==> config.mk <==
export PLATFORM = sky130hd
export DESIGN_NAME = ipv4_header_check_classify
export DESIGN_NICKNAME = d
export VERILOG_FILES = /design/src/sv/ihc_pkg.sv /design/src/sv/ipv4_header_check_classify.sv /design/src/sv/ihc_front.sv /design/src/sv/ihc_queue.sv /design/src/sv/ihc_back.sv
export SDC_FILE = /design/constraint.sdc
export NUM_CORES = 1
export LEC_CHECK = 0
export BUFFER_PORTS_ARGS = -buffer_cell sky130_fd_sc_hd__buf_2
export CORE_MARGIN = 1
export CORE_UTILIZATION = 61
export DETAILED_ROUTE_END_ITERATION = 12
export PLACE_DENSITY = 0.79
export SYNTH_ARGS = -nofsm -noshare
export SYNTH_HDL_FRONTEND = slang
export SYNTH_SLANG_ARGS = --single-unit
==> constraint.sdc <==
create_clock -name clk_i -period 8.55 [get_ports clk_i]
set_input_delay 1.71 -clock clk_i [delete_from_list [all_inputs] [get_ports clk_i]]
set_output_delay 1.71 -clock clk_i [all_outputs]
set_load 0.01 [all_outputs]
==> src/sv/ihc_pkg.sv <==
// ----------------------------------------------------------------------------
// ihc_pkg
// shared types and constants of the ipv4 header check and classify block
// ----------------------------------------------------------------------------
package ihc_pkg;

  // header layout
  localparam int unsigned HdrWords = 10;
  localparam logic [3:0] WcMax     = 4'd15;
  localparam logic [3:0] PosVerIhl = 4'd0;
  localparam logic [3:0] PosTotLen = 4'd1;
  localparam logic [3:0] PosProto  = 4'd4;
  localparam logic [3:0] PosCsum   = 4'd5;
  localparam logic [3:0] PosDstHi  = 4'd8;
  localparam logic [3:0] PosDstLo  = 4'd9;

  localparam logic [3:0] IpVersion = 4'd4;
  localparam logic [3:0] MinIhl    = 4'd5;
  localparam logic [7:0] ProtoIcmp = 8'd1;
  localparam logic [7:0] ProtoUdp  = 8'd17;

  // depth of the queue between front and back
  localparam int unsigned QueueDepthDefault = 2;

  typedef enum logic [2:0] {
    VERDICT_BAD_VER = 3'd0,
    VERDICT_BAD_SUM = 3'd1,
    VERDICT_BAD_LEN = 3'd2,
    VERDICT_FORWARD = 3'd3,
    VERDICT_ICMP    = 3'd4,
    VERDICT_UDP     = 3'd5,
    VERDICT_OTHER   = 3'd6
  } verdict_e;

  // one finished header, handed from front to back
  typedef struct packed {
    logic [15:0] run_sum;
    logic [15:0] stored_csum;
    logic [7:0]  version_ihl;
    logic [15:0] total_length;
    logic [7:0]  protocol;
    logic [31:0] dst_addr;
    logic [15:0] frame_length;
  } hdr_rec_t;

  // push side of the queue
  typedef struct packed {
    logic     push;
    hdr_rec_t rec;
  } q_push_t;

endpackage

==> src/sv/ipv4_header_check_classify.sv <==
// ----------------------------------------------------------------------------
// ipv4_header_check_classify
// checks an ipv4 base header word by word and classifies the packet
// ----------------------------------------------------------------------------
//
//   channel  | direction | handshake               | payload
//   ---------+-----------+-------------------------+---------------------------
//   in       | sink      | in_valid_i / in_stall_o | header_word, frame_length,
//            |           |                         | last_word
//   out      | source    | out_valid_o/out_stall_i | verdict
//   cfg      | sink      | cfg_valid_i/cfg_ready_o | own_address (cfg_data_i)
//
// - one header word beat per cycle while the header queue is not full; the front
//   adds each word but the checksum word into a 16-bit ones' complement sum
// - the edge that takes the beat carrying last_word writes its record into the
//   queue; a pop then moves the verdict into the output register, which waits
//   while a held verdict sees an output stall
// - a header queue of QueueDepth entries sits between front and back, so an
//   output stall only holds the input once the queue has filled
// - reset clears the word count, running sum, latched fields, queue and
//   own_address; no clearing pass
//
module ipv4_header_check_classify
  import ihc_pkg::*;
#(
  parameter int unsigned QueueDepth = QueueDepthDefault
) (
  input  logic        clk_i,
  input  logic        rst_ni,
  // header word beats
  input  logic        in_valid_i,
  output logic        in_stall_o,
  input  logic [15:0] header_word_i,
  input  logic [15:0] frame_length_i,
  input  logic        last_word_i,
  // verdict beats
  output logic        out_valid_o,
  input  logic        out_stall_i,
  output logic [2:0]  verdict_o,
  // own address register write
  input  logic        cfg_valid_i,
  output logic        cfg_ready_o,
  input  logic [31:0] cfg_data_i
);

  logic        in_accept;
  q_push_t     q_push;
  logic        q_full;
  logic        q_not_empty;
  logic        q_pop;
  hdr_rec_t    q_rec;
  logic [31:0] own_addr_q;

  // the input only waits when the header queue is full
  assign in_stall_o = q_full;
  assign in_accept  = in_valid_i && !in_stall_o;

  // register writes are always taken
  assign cfg_ready_o = 1'b1;

  always_ff @(posedge clk_i or negedge rst_ni) begin
    if (!rst_ni) begin
      own_addr_q <= '0;
    end else if (cfg_valid_i && cfg_ready_o) begin
      own_addr_q <= cfg_data_i;
    end
  end

  // front: per-word sum and field capture, pushes one record per packet
  ihc_front u_front (
    .clk_i          (clk_i),
    .rst_ni         (rst_ni),
    .accept_i       (in_accept),
    .header_word_i  (header_word_i),
    .frame_length_i (frame_length_i),
    .last_word_i    (last_word_i),
    .q_push_o       (q_push)
  );

  // queue of finished headers
  ihc_queue #(
    .Depth (QueueDepth)
  ) u_queue (
    .clk_i       (clk_i),
    .rst_ni      (rst_ni),
    .q_push_i    (q_push),
    .pop_i       (q_pop),
    .full_o      (q_full),
    .not_empty_o (q_not_empty),
    .rec_o       (q_rec)
  );

  // back: checks in order version/ihl, checksum, length, then classifies
  ihc_back u_back (
    .clk_i         (clk_i),
    .rst_ni        (rst_ni),
    .own_addr_i    (own_addr_q),
    .q_not_empty_i (q_not_empty),
    .rec_i         (q_rec),
    .pop_o         (q_pop),
    .out_valid_o   (out_valid_o),
    .out_stall_i   (out_stall_i),
    .verdict_o     (verdict_o)
  );

endmodule

==> src/sv/ihc_front.sv <==
// ----------------------------------------------------------------------------
// ihc_front
// takes header words, keeps the running sum and the latched fields
// ----------------------------------------------------------------------------
module ihc_front
  import ihc_pkg::*;
(
  input  logic        clk_i,
  input  logic        rst_ni,
  input  logic        accept_i,
  input  logic [15:0] header_word_i,
  input  logic [15:0] frame_length_i,
  input  logic        last_word_i,
  output q_push_t     q_push_o
);

  logic [3:0]  wc_q, wc_d;
  logic [15:0] sum_q, sum_d;
  logic [7:0]  vihl_q, vihl_d;
  logic [15:0] tlen_q, tlen_d;
  logic [7:0]  proto_q, proto_d;
  logic [15:0] csum_q, csum_d;
  logic [31:0] dst_q, dst_d;
  logic [16:0] add_full;
  logic [15:0] add_oc;

  // ones' complement add with end-around carry
  assign add_full = {1'b0, sum_q} + {1'b0, header_word_i};
  assign add_oc   = add_full[15:0] + {15'd0, add_full[16]};

  always_comb begin
    wc_d    = wc_q;
    sum_d   = sum_q;
    vihl_d  = vihl_q;
    tlen_d  = tlen_q;
    proto_d = proto_q;
    csum_d  = csum_q;
    dst_d   = dst_q;
    if (wc_q < 4'(HdrWords)) begin
      if (wc_q == PosCsum) begin
        csum_d = header_word_i;
      end else begin
        sum_d = add_oc;
      end
      case (wc_q)
        PosVerIhl: vihl_d        = header_word_i[15:8];
        PosTotLen: tlen_d        = header_word_i;
        PosProto:  proto_d       = header_word_i[7:0];
        PosDstHi:  dst_d[31:16]  = header_word_i;
        PosDstLo:  dst_d[15:0]   = header_word_i;
        default: ;
      endcase
    end
    if (wc_q != WcMax) begin
      wc_d = wc_q + 4'd1;
    end
  end

  // the record carries the fields including the last word
  always_comb begin
    q_push_o.push              = accept_i && last_word_i;
    q_push_o.rec.run_sum       = sum_d;
    q_push_o.rec.stored_csum   = csum_d;
    q_push_o.rec.version_ihl   = vihl_d;
    q_push_o.rec.total_length  = tlen_d;
    q_push_o.rec.protocol      = proto_d;
    q_push_o.rec.dst_addr      = dst_d;
    q_push_o.rec.frame_length  = frame_length_i;
  end

  always_ff @(posedge clk_i or negedge rst_ni) begin
    if (!rst_ni) begin
      wc_q    <= '0;
      sum_q   <= '0;
      vihl_q  <= '0;
      tlen_q  <= '0;
      proto_q <= '0;
      csum_q  <= '0;
      dst_q   <= '0;
    end else if (accept_i) begin
      if (last_word_i) begin
        wc_q    <= '0;
        sum_q   <= '0;
        vihl_q  <= '0;
        tlen_q  <= '0;
        proto_q <= '0;
        csum_q  <= '0;
        dst_q   <= '0;
      end else begin
        wc_q    <= wc_d;
        sum_q   <= sum_d;
        vihl_q  <= vihl_d;
        tlen_q  <= tlen_d;
        proto_q <= proto_d;
        csum_q  <= csum_d;
        dst_q   <= dst_d;
      end
    end
  end

endmodule

==> src/sv/ihc_queue.sv <==
// ----------------------------------------------------------------------------
// ihc_queue
// short register queue of finished headers between front and back
// ----------------------------------------------------------------------------
module ihc_queue
  import ihc_pkg::*;
#(
  parameter int unsigned Depth = QueueDepthDefault
) (
  input  logic     clk_i,
  input  logic     rst_ni,
  input  q_push_t  q_push_i,
  input  logic     pop_i,
  output logic     full_o,
  output logic     not_empty_o,
  output hdr_rec_t rec_o
);

  localparam int unsigned PtrW = (Depth > 1) ? $clog2(Depth) : 1;
  localparam int unsigned CntW = $clog2(Depth + 1);
  localparam logic [PtrW-1:0] PtrLast = PtrW'(Depth - 1);
  localparam logic [CntW-1:0] CntFull = CntW'(Depth);

  hdr_rec_t            slot_q [Depth];
  logic [PtrW-1:0]     wr_ptr_q, wr_ptr_d;
  logic [PtrW-1:0]     rd_ptr_q, rd_ptr_d;
  logic [CntW-1:0]     cnt_q, cnt_d;

  assign full_o      = (cnt_q == CntFull);
  assign not_empty_o = (cnt_q != '0);
  assign rec_o       = slot_q[rd_ptr_q];

  always_comb begin
    wr_ptr_d = wr_ptr_q;
    rd_ptr_d = rd_ptr_q;
    cnt_d    = cnt_q;
    if (q_push_i.push) begin
      wr_ptr_d = (wr_ptr_q == PtrLast) ? '0 : wr_ptr_q + 1'b1;
    end
    if (pop_i) begin
      rd_ptr_d = (rd_ptr_q == PtrLast) ? '0 : rd_ptr_q + 1'b1;
    end
    if (q_push_i.push && !pop_i) begin
      cnt_d = cnt_q + 1'b1;
    end else if (!q_push_i.push && pop_i) begin
      cnt_d = cnt_q - 1'b1;
    end
  end

  always_ff @(posedge clk_i or negedge rst_ni) begin
    if (!rst_ni) begin
      wr_ptr_q <= '0;
      rd_ptr_q <= '0;
      cnt_q    <= '0;
    end else begin
      wr_ptr_q <= wr_ptr_d;
      rd_ptr_q <= rd_ptr_d;
      cnt_q    <= cnt_d;
    end
  end

  always_ff @(posedge clk_i) begin
    if (q_push_i.push) begin
      slot_q[wr_ptr_q] <= q_push_i.rec;
    end
  end

  a_cnt_bound: assert property (@(posedge clk_i) disable iff (!rst_ni)
    cnt_q <= CntFull)
    else $error("queue count beyond depth");

  a_no_overflow: assert property (@(posedge clk_i) disable iff (!rst_ni)
    !(q_push_i.push && full_o && !pop_i))
    else $error("header pushed into full queue");

  a_pop_decrements: assert property (@(posedge clk_i) disable iff (!rst_ni)
    (pop_i && !q_push_i.push && not_empty_o) |=> (cnt_q == $past(cnt_q) - 1'b1))
    else $error("queue count did not drop on pop");

endmodule

==> src/sv/ihc_back.sv <==
// ----------------------------------------------------------------------------
// ihc_back
// judges one finished header and holds the verdict in the output register
// ----------------------------------------------------------------------------
module ihc_back
  import ihc_pkg::*;
(
  input  logic        clk_i,
  input  logic        rst_ni,
  input  logic [31:0] own_addr_i,
  input  logic        q_not_empty_i,
  input  hdr_rec_t    rec_i,
  output logic        pop_o,
  output logic        out_valid_o,
  input  logic        out_stall_i,
  output logic [2:0]  verdict_o
);

  logic       vld_q;
  verdict_e   verdict_q, verdict_d;
  logic [3:0] version;
  logic [3:0] ihl;
  logic [5:0] min_len;

  assign version = rec_i.version_ihl[7:4];
  assign ihl     = rec_i.version_ihl[3:0];
  assign min_len = {ihl, 2'b00};

  always_comb begin
    if (ihl < MinIhl || version != IpVersion) begin
      verdict_d = VERDICT_BAD_VER;
    end else if (rec_i.stored_csum != ~rec_i.run_sum) begin
      verdict_d = VERDICT_BAD_SUM;
    end else if (rec_i.frame_length < rec_i.total_length ||
                 rec_i.total_length < {10'd0, min_len}) begin
      verdict_d = VERDICT_BAD_LEN;
    end else if (rec_i.dst_addr != own_addr_i) begin
      verdict_d = VERDICT_FORWARD;
    end else if (rec_i.protocol == ProtoIcmp) begin
      verdict_d = VERDICT_ICMP;
    end else if (rec_i.protocol == ProtoUdp) begin
      verdict_d = VERDICT_UDP;
    end else begin
      verdict_d = VERDICT_OTHER;
    end
  end

  assign pop_o       = q_not_empty_i && (!vld_q || !out_stall_i);
  assign out_valid_o = vld_q;
  assign verdict_o   = verdict_q;

  always_ff @(posedge clk_i or negedge rst_ni) begin
    if (!rst_ni) begin
      vld_q <= 1'b0;
    end else if (pop_o) begin
      vld_q <= 1'b1;
    end else if (!out_stall_i) begin
      vld_q <= 1'b0;
    end
  end

  always_ff @(posedge clk_i) begin
    if (pop_o) begin
      verdict_q <= verdict_d;
    end
  end

endmodule
==> impl_metrics.env, run 1 <==
export IMPL_status="completed"
export IMPL_gp_congestion=0.908
export IMPL_intPower_mw=3.92
export IMPL_antenna_found_initial=2
export IMPL_synthSimpleGateAreaFrac_pct=4.75
export IMPL_synth_top_area_share_pct=42.5
export IMPL_power_frac_clock_pct=28.0
export IMPL_synth_top_area_cell="edfxtp_1"
export IMPL_syn_inst=1083
export IMPL_finalCritPeriodShare_pct=60.1
export IMPL_setup_tns_ps=0
export IMPL_dieHeight_um=164
export IMPL_worstMarginPinSlew_ps=1120
export IMPL_hp_class="reg2reg"
export IMPL_area_growth_pct=11.9
export IMPL_wl_per_cell_um=22.9
export IMPL_p_sw_mw=1.78
export IMPL_avgSynthCellArea_sq_um=14.8
export IMPL_synth_main_ff_cell="edfxtp_1"
export IMPL_p_sw_share_pct=31.3
export IMPL_post_route_min_period_ps=5140
export IMPL_synth_edff_count=227
export IMPL_synth_warnings=0
export IMPL_postCtsHoldBufs=0
export IMPL_root_buffer="clkbuf_16"
export IMPL_track_usage_pct=26.5
export IMPL_ir_drop_mv=0.208
export IMPL_clk_path_buf_depth=3
export IMPL_synth_nets=1194
export IMPL_synth_seq_cells=364
export IMPL_coreArea_sq_um=25500
export IMPL_drv_cap=0
export IMPL_power_per_cell_area_nw_per_um2=317
export IMPL_io_buffers=74
export IMPL_cts_resized_gates=0
export IMPL_chipWidth_um=164
export IMPL_yosysMostFrequentCell="edfxtp_1"
export IMPL_grt_max_degree=89
export IMPL_place_area_sq_um=16700
export IMPL_synth_fa_ha_area_share_pct=3.25
export IMPL_fill_cells=1693
export IMPL_grt_pass1_wl_mm=53.0
export IMPL_synthTopCellsByCount="227 x edfxtp_1, 137 x dfrtp_1, 128 x mux2_2"
export IMPL_fin_nets=1269
export IMPL_ant_nets=0
export IMPL_htreeDepth=2
export IMPL_crit_path_end_kind="flip-flop"
export IMPL_finClkSkew_ps=20.1
export IMPL_critPathMaxFanout=6
export IMPL_rsz0062_at_grt="no"
export IMPL_clk_latency_ps=520
export IMPL_synth_xor_area_share_pct=5.14
export IMPL_finalPower_mw=5.70
export IMPL_antenna_cells=0
export IMPL_rows=58
export IMPL_wl_mm=34.7
export IMPL_maxSlewHeadroom_pct=25.4
export IMPL_synth_area_leaders="edfxtp_1 43%, dfrtp_1 21%, mux2_2 9.0%, a22o_1 4.9%, xnor2_1 3.6%"
export IMPL_p_leak_nw=7.21
export IMPL_cts_setup_buffers=0
export IMPL_fmax_mhz=195
export IMPL_setup_viol=0
export IMPL_clk_pin_slew_ps=60
export IMPL_route_detailed_drc=0
export IMPL_synth_top_family_by_area="multiplexers"
export IMPL_synth_seq_area_share_pct=63.9
export IMPL_die_area_sq_um=26900
export IMPL_ys_types=65
export IMPL_grt_ovfl_total=0
export IMPL_cp_required_ps=8790
export IMPL_synth_compound_area_share_pct=9.36
export IMPL_hold_slack_ps=486
export IMPL_p_comb_share_pct=28.8
export IMPL_cts_made_buffers=36
export IMPL_grt_pass1_vias=9375
export IMPL_drt_pass1_iterations=5
export IMPL_io_pins=76
export IMPL_vias=9422
export IMPL_drv_slew=0
export IMPL_synthesis_area_sq_um=16000
export IMPL_arrival_ps=5380
export IMPL_fin_area_sq_um=17900
export IMPL_seq_power_share_pct=43.2
export IMPL_dp_hpwl_mm=22.5
export IMPL_clkSinkCount=364
export IMPL_async_flop_share_pct=37.6
export IMPL_hold_viol_final=0
export IMPL_start_util_pct=62.9
export IMPL_startpoint_type="input port"
export IMPL_tritoncts="done"
export IMPL_via_per_inst=6.22
export IMPL_worst_setup_path_type="in2reg"
export IMPL_drive_above_1_share_pct=23.8
export IMPL_drt_iter0_markers=740
export IMPL_synthMuxAreaShare_pct=12.0
per-layer routing:
layer / global-route usage, % / part of all wire, % / vias to the layer above
li1: - / - / 4280
met1: 36.6 / 43 / 4795
met2: 43.1 / 49 / 284
met3: 3.43 / 4.6 / 61
met4: 10.1 / 3.3 / 2
met5: 0 / 0.037 / -
area by class of cell:
class / instances / area, sq um / area share, %
Clock buffer: 53 / 1060 / 5.89
Clock inverter: 13 / 149 / 0.830
Inverter: 15 / 56.3 / 0.314
Multi-Input combinational cell: 658 / 5580 / 31.1
Sequential cell: 364 / 10200 / 57.1
Tap cell: 330 / 413 / 2.30
Timing Repair Buffer: 83 / 444 / 2.48
critical path: stages:
cell	delay, ps
buf_2	150
ha_1	240
fa_1	410
a21o_1	240
a311oi_1	320
o2111ai_1	170
a31oi_1	180
o21ai_0	140
a21o_1	210
a21o_1	190
ha_1	210
ha_1	190
and2_1	180
and4b_1	220
and3_4	200
o211ai_2	160
xnor2_1	160
o21ai_1	100
registers in the layout (all words and copies together) (netlist names):
register and flops:
u_front.tlen_q 16, u_front.proto_q 8, u_queue.slot_q 224, u_front.csum_q 16
u_queue.wr_ptr_q 1, u_front.sum_q 16, u_back.verdict_o 3, own_addr_q 32
u_back.out_valid_o 1, u_front.dst_q 32, u_front.vihl_q 8, u_queue.cnt_q 2
u_front.wc_q 4, u_queue.rd_ptr_q 1
final timing paths:
kind,start,end,slack [ps],cells after the start
max,header_word_i[0],u_queue.slot_q[0][106]$_DFFE_PP_,3410,18
min,u_back.out_valid_o$_DFFE_PN0P_,u_back.out_valid_o$_DFFE_PN0P_,490,2
max reg2reg,u_front.sum_q[0]$_DFFE_PN0P_,u_queue.slot_q[0][106]$_DFFE_PP_,4360,17
min reg2reg,u_back.out_valid_o$_DFFE_PN0P_,u_back.out_valid_o$_DFFE_PN0P_,490,2
max in group asynchronous,rst_ni,u_front.sum_q[3]$_DFFE_PN0P_,6030,2
min in group asynchronous,rst_ni,own_addr_q[3]$_DFFE_PN0P_,1280,1
power groups by stage:
stage / combinational, mW / sequential, mW / clock (mW)
floorplan: 1.24 / 2.44 / 0
global placement: 1.58 / 2.47 / 0
global route: 1.79 / 2.49 / 1.68
finish: 1.64 / 2.46 / 1.59
detailed placement: 1.62 / 2.49 / 0
CTS: 1.64 / 2.46 / 1.61
per-stage QoR:
| step | setup slack (ps) | instances | utilization, % |
|---|---|---|---|
| after floorplan | 1300 | 1083 | - |
| after global placement | 2930 | 1450 | 65.7 |
| after detailed placement | 2900 | 1450 | 65.7 |
| after CTS | 3430 | 1516 | 70.4 |
| after global routing | 3200 | 1516 | 70.4 |
| final | 3410 | 1516 | 70.4 |
cells by family after synthesis:
group                      count (synthesis)
AOI/OAI and AO/OA                        194
other                                      1
and+or+nand+nor                          151
buffers and inverters                     61
DFF                                      364
muxes                                    177
xor gates and xnor gates                  94
adders and majority gates                 41
cell usage in the layout, fill, tap and decap left out, types with 3 or more instances in the layout:
| cell type | Yosys | routed |
|---|---|---|
| clkinv_2 | 0 | 3 |
| clkbuf_8 | 0 | 5 |
| nor4_1 | 17 | 17 |
| bufinv_16 | 0 | 3 |
| buf_4 | 1 | 9 |
| ha_1 | 40 | 40 |
| nand3_1 | 11 | 11 |
| xnor2_1 | 66 | 66 |
| nor2b_1 | 3 | 3 |
| o21ai_1 | 12 | 12 |
| buf_2 | 5 | 73 |
| clkbuf_1 | 33 | 10 |
| and2_1 | 4 | 4 |
| edfxtp_1 | 227 | 227 |
| inv_1 | 15 | 15 |
| nor2_1 | 29 | 24 |
| o21a_1 | 5 | 5 |
| a211oi_1 | 3 | 3 |
| a21oi_1 | 24 | 24 |
| nor2_2 | 0 | 3 |
| a21o_1 | 10 | 10 |
| nor3_1 | 8 | 8 |
| nand4_1 | 12 | 12 |
| clkinv_1 | 0 | 5 |
| dfrtp_1 | 137 | 136 |
| mux2i_1 | 49 | 49 |
| clkbuf_16 | 0 | 38 |
| and3_1 | 4 | 3 |
| nand2_1 | 46 | 45 |
| mux2_2 | 128 | 128 |
| o21ai_0 | 19 | 19 |
| a22o_1 | 89 | 89 |
| nand2b_1 | 7 | 7 |
| xor2_1 | 28 | 28 |
| a31oi_1 | 5 | 5 |
Power figures use the tool's default switching activity.
==> run 2: changes to the inputs <==
clock period = 5 ns   (was 8.55 ns; I/O delays follow)
==> run 2 against run 1 <==
Net effect: sequential share of layout area is 0.12 points lower; final cell count is 0.26% higher; global-route usage about the same; design area grew 0.21%; core utilization increased by 0.15 points; clock skew fell by 4.5 ps; worst setup slack got worse by 2800 ps; non-clock buffer count increased by 3; clock-buffer cell count decreased by 6; sequential power grew 74%; via count rose by 1.2%; first-iteration DRC count increased by 29%; critical path type unchanged; critical endpoint is now u_queue.slot_q[1][106]$_DFFE_PP_; largest cell class unchanged.
==> impl_metrics.env, run 2 (synthesis results as in run 1) <==
export IMPL_intPower_mw=6.68
export IMPL_track_usage_pct=26.5
export IMPL_max_stage_delay_ps=420
export IMPL_largest_reg_flops=224
export IMPL_startpoint_type="input port"
export IMPL_setup_viol=0
export IMPL_setup_tns_ps=0
export IMPL_rr_startpoint="u_front.sum_q[0]$_DFFE_PN0P_"
export IMPL_arrival_ps=4630
export IMPL_finClkSkew_ps=15.6
export IMPL_clk_path_buf_depth=3
export IMPL_hp_class="in2async"
export IMPL_dieHeight_um=164
export IMPL_cp_required_ps=5240
export IMPL_cts_made_buffers=37
export IMPL_cts_resized_gates=0
export IMPL_cts_setup_buffers=0
export IMPL_post_route_min_period_ps=4400
export IMPL_fill_cells=1662
export IMPL_maxSlewHeadroom_pct=22.8
export IMPL_clkSinkCount=364
export IMPL_p_comb_share_pct=28.4
export IMPL_grt_ovfl_total=0
export IMPL_via_per_inst=6.27
export IMPL_p_leak_nw=7.23
export IMPL_worst_setup_path_type="in2reg"
export IMPL_clk_pin_slew_ps=60
export IMPL_hold_viol_final=0
export IMPL_root_buffer="clkbuf_16"
export IMPL_coreArea_sq_um=25500
export IMPL_drt_iter0_markers=953
export IMPL_finalPower_mw=9.78
export IMPL_drt_pass1_iterations=5
export IMPL_drv_cap=0
export IMPL_fin_nets=1273
export IMPL_largest_register="u_queue.slot_q"
export IMPL_critPathMaxFanout=6
export IMPL_crit_chain="buf_2 -> ha_1 -> fa_1 -> a21o_1 -> a311oi_1 -> o2111ai_1 -> a31oi_1 -> o21ai_0 -> a21o_1 -> a21o_1 -> ha_1 -> ha_1 -> and2_1 -> and4b_1 -> and3_4 -> o211ai_2 -> xnor2_1 -> o21ai_1"
export IMPL_power_frac_clock_pct=27.9
export IMPL_postCtsHoldBufs=0
export IMPL_fmax_mhz=227
export IMPL_worstMarginPinSlew_ps=1160
export IMPL_drv_slew=0
export IMPL_antenna_cells=0
export IMPL_wl_mm=34.4
export IMPL_crit_path_end_kind="flip-flop"
export IMPL_dp_hpwl_mm=22.4
export IMPL_start_util_pct=62.9
export IMPL_final_common_cell="edfxtp_1"
export IMPL_wl_per_cell_um=22.7
export IMPL_power_per_cell_area_nw_per_um2=544
export IMPL_rsz0062_at_grt="no"
export IMPL_top_regs="u_queue.slot_q (224), own_addr_q (32), u_front.dst_q (32)"
export IMPL_rows=58
export IMPL_ff2ff_setup_slack_ps=840
export IMPL_grt_pass1_vias=9656
export IMPL_htreeDepth=2
export IMPL_route_detailed_drc=0
export IMPL_clk_latency_ps=530
export IMPL_tritoncts="done"
export IMPL_rr_worst_depth=17
export IMPL_area_growth_pct=12.2
export IMPL_io_pins=76
export IMPL_slowest_stage="fa_1"
export IMPL_grt_max_degree=94
export IMPL_die_area_sq_um=26900
export IMPL_vias=9532
export IMPL_p_sw_mw=3.10
export IMPL_final_cell_mix="227 x edfxtp_1, 136 x dfrtp_1, 128 x mux2_2"
export IMPL_drive_above_1_share_pct=24.3
export IMPL_critPathLaunch="header_word_i[0]"
export IMPL_r2r_end="u_queue.slot_q[1][106]$_DFFE_PP_"
export IMPL_ant_nets=0
export IMPL_chipWidth_um=164
export IMPL_finalCritPeriodShare_pct=87.9
export IMPL_antenna_found_initial=0
export IMPL_ir_drop_mv=0.321
export IMPL_status="completed"
export IMPL_seq_power_share_pct=43.7
export IMPL_io_buffers=74
export IMPL_gp_congestion=0.889
export IMPL_p_sw_share_pct=31.7
export IMPL_grt_pass1_wl_mm=53.4
run 2: cell count changes in the layout (fill, tap and decap cells not counted), moves of 2 or more:
cell and delta:
clkbuf_8 -4, clkinv_2 +6, buf_12 +2, inv_6 +2, clkinv_1 -2
run 2: cell type report:
class | instances | area [sq um] | share of cell area (%)
clock inverter | 20 | 223 | 1.24
timing repair buffer | 86 | 492 | 2.73
sequential | 364 | 10200 | 57.0
clock buffer | 47 | 973 | 5.41
multi-input combinational | 658 | 5580 | 31.0
inverter | 15 | 56.3 | 0.313
tap | 330 | 413 | 2.30
run 2: critical path, delay by kind of cell:
kind                       cells  cell delay [ps]
AOI/OAI and AO/OA              9             1710
adders and majority gates      4             1050
and+or+nand+nor                3              580
buffers and inverters          1              150
xor gates and xnor gates       1              160
run 2: worst max path at each step:
stage	to	slack, ps	cells past startpoint
after global placement	u_queue.slot_q[0][106]$_DFFE_PP_	80	18
after global routing	u_queue.slot_q[0][106]$_DFFE_PP_	390	18
final	u_queue.slot_q[1][106]$_DFFE_PP_	600	18
after floorplan	u_queue.slot_q[0][0]$_DFFE_PP_	350	3
after detailed placement	u_queue.slot_q[1][106]$_DFFE_PP_	90	18
after CTS	u_queue.slot_q[1][106]$_DFFE_PP_	630	18
run 2: power groups by stage:
stage | logic [mW] | registers, mW | clock network [mW]
2_1_floorplan | 2.12 | 4.16 | 0
3_3_place_gp | 2.64 | 4.29 | 0
3_5_place_dp | 2.73 | 4.32 | 0
4_1_cts | 2.76 | 4.27 | 2.76
5_1_grt | 3.01 | 4.33 | 2.88
6_report | 2.77 | 4.27 | 2.73
run 2: stage by stage:
| stage | utilization [%] | instances | hold slack, ps | worst slack (ps) | instance area, sq um |
|---|---|---|---|---|---|
| 2_1_floorplan | - | 1083 | 467 | 349 | 16000 |
| 3_3_place_gp | 65.9 | 1453 | 481 | 79.6 | 16800 |
| 3_5_place_dp | 65.9 | 1453 | 485 | 89.3 | 16800 |
| 4_1_cts | 70.6 | 1520 | 499 | 630 | 18000 |
| 5_1_grt | 70.6 | 1520 | 516 | 389 | 18000 |
| 6_report | 70.6 | 1520 | 481 | 603 | 18000 |
run 2: routing by layer:
layer	vias up	GRT usage [%]	part of all wire, %
met3	66	3.64	5.8
met2	338	43.1	48
met5	-	0	0
li1	4286	-	-
met4	0	10.2	3.1
met1	4842	36.5	43
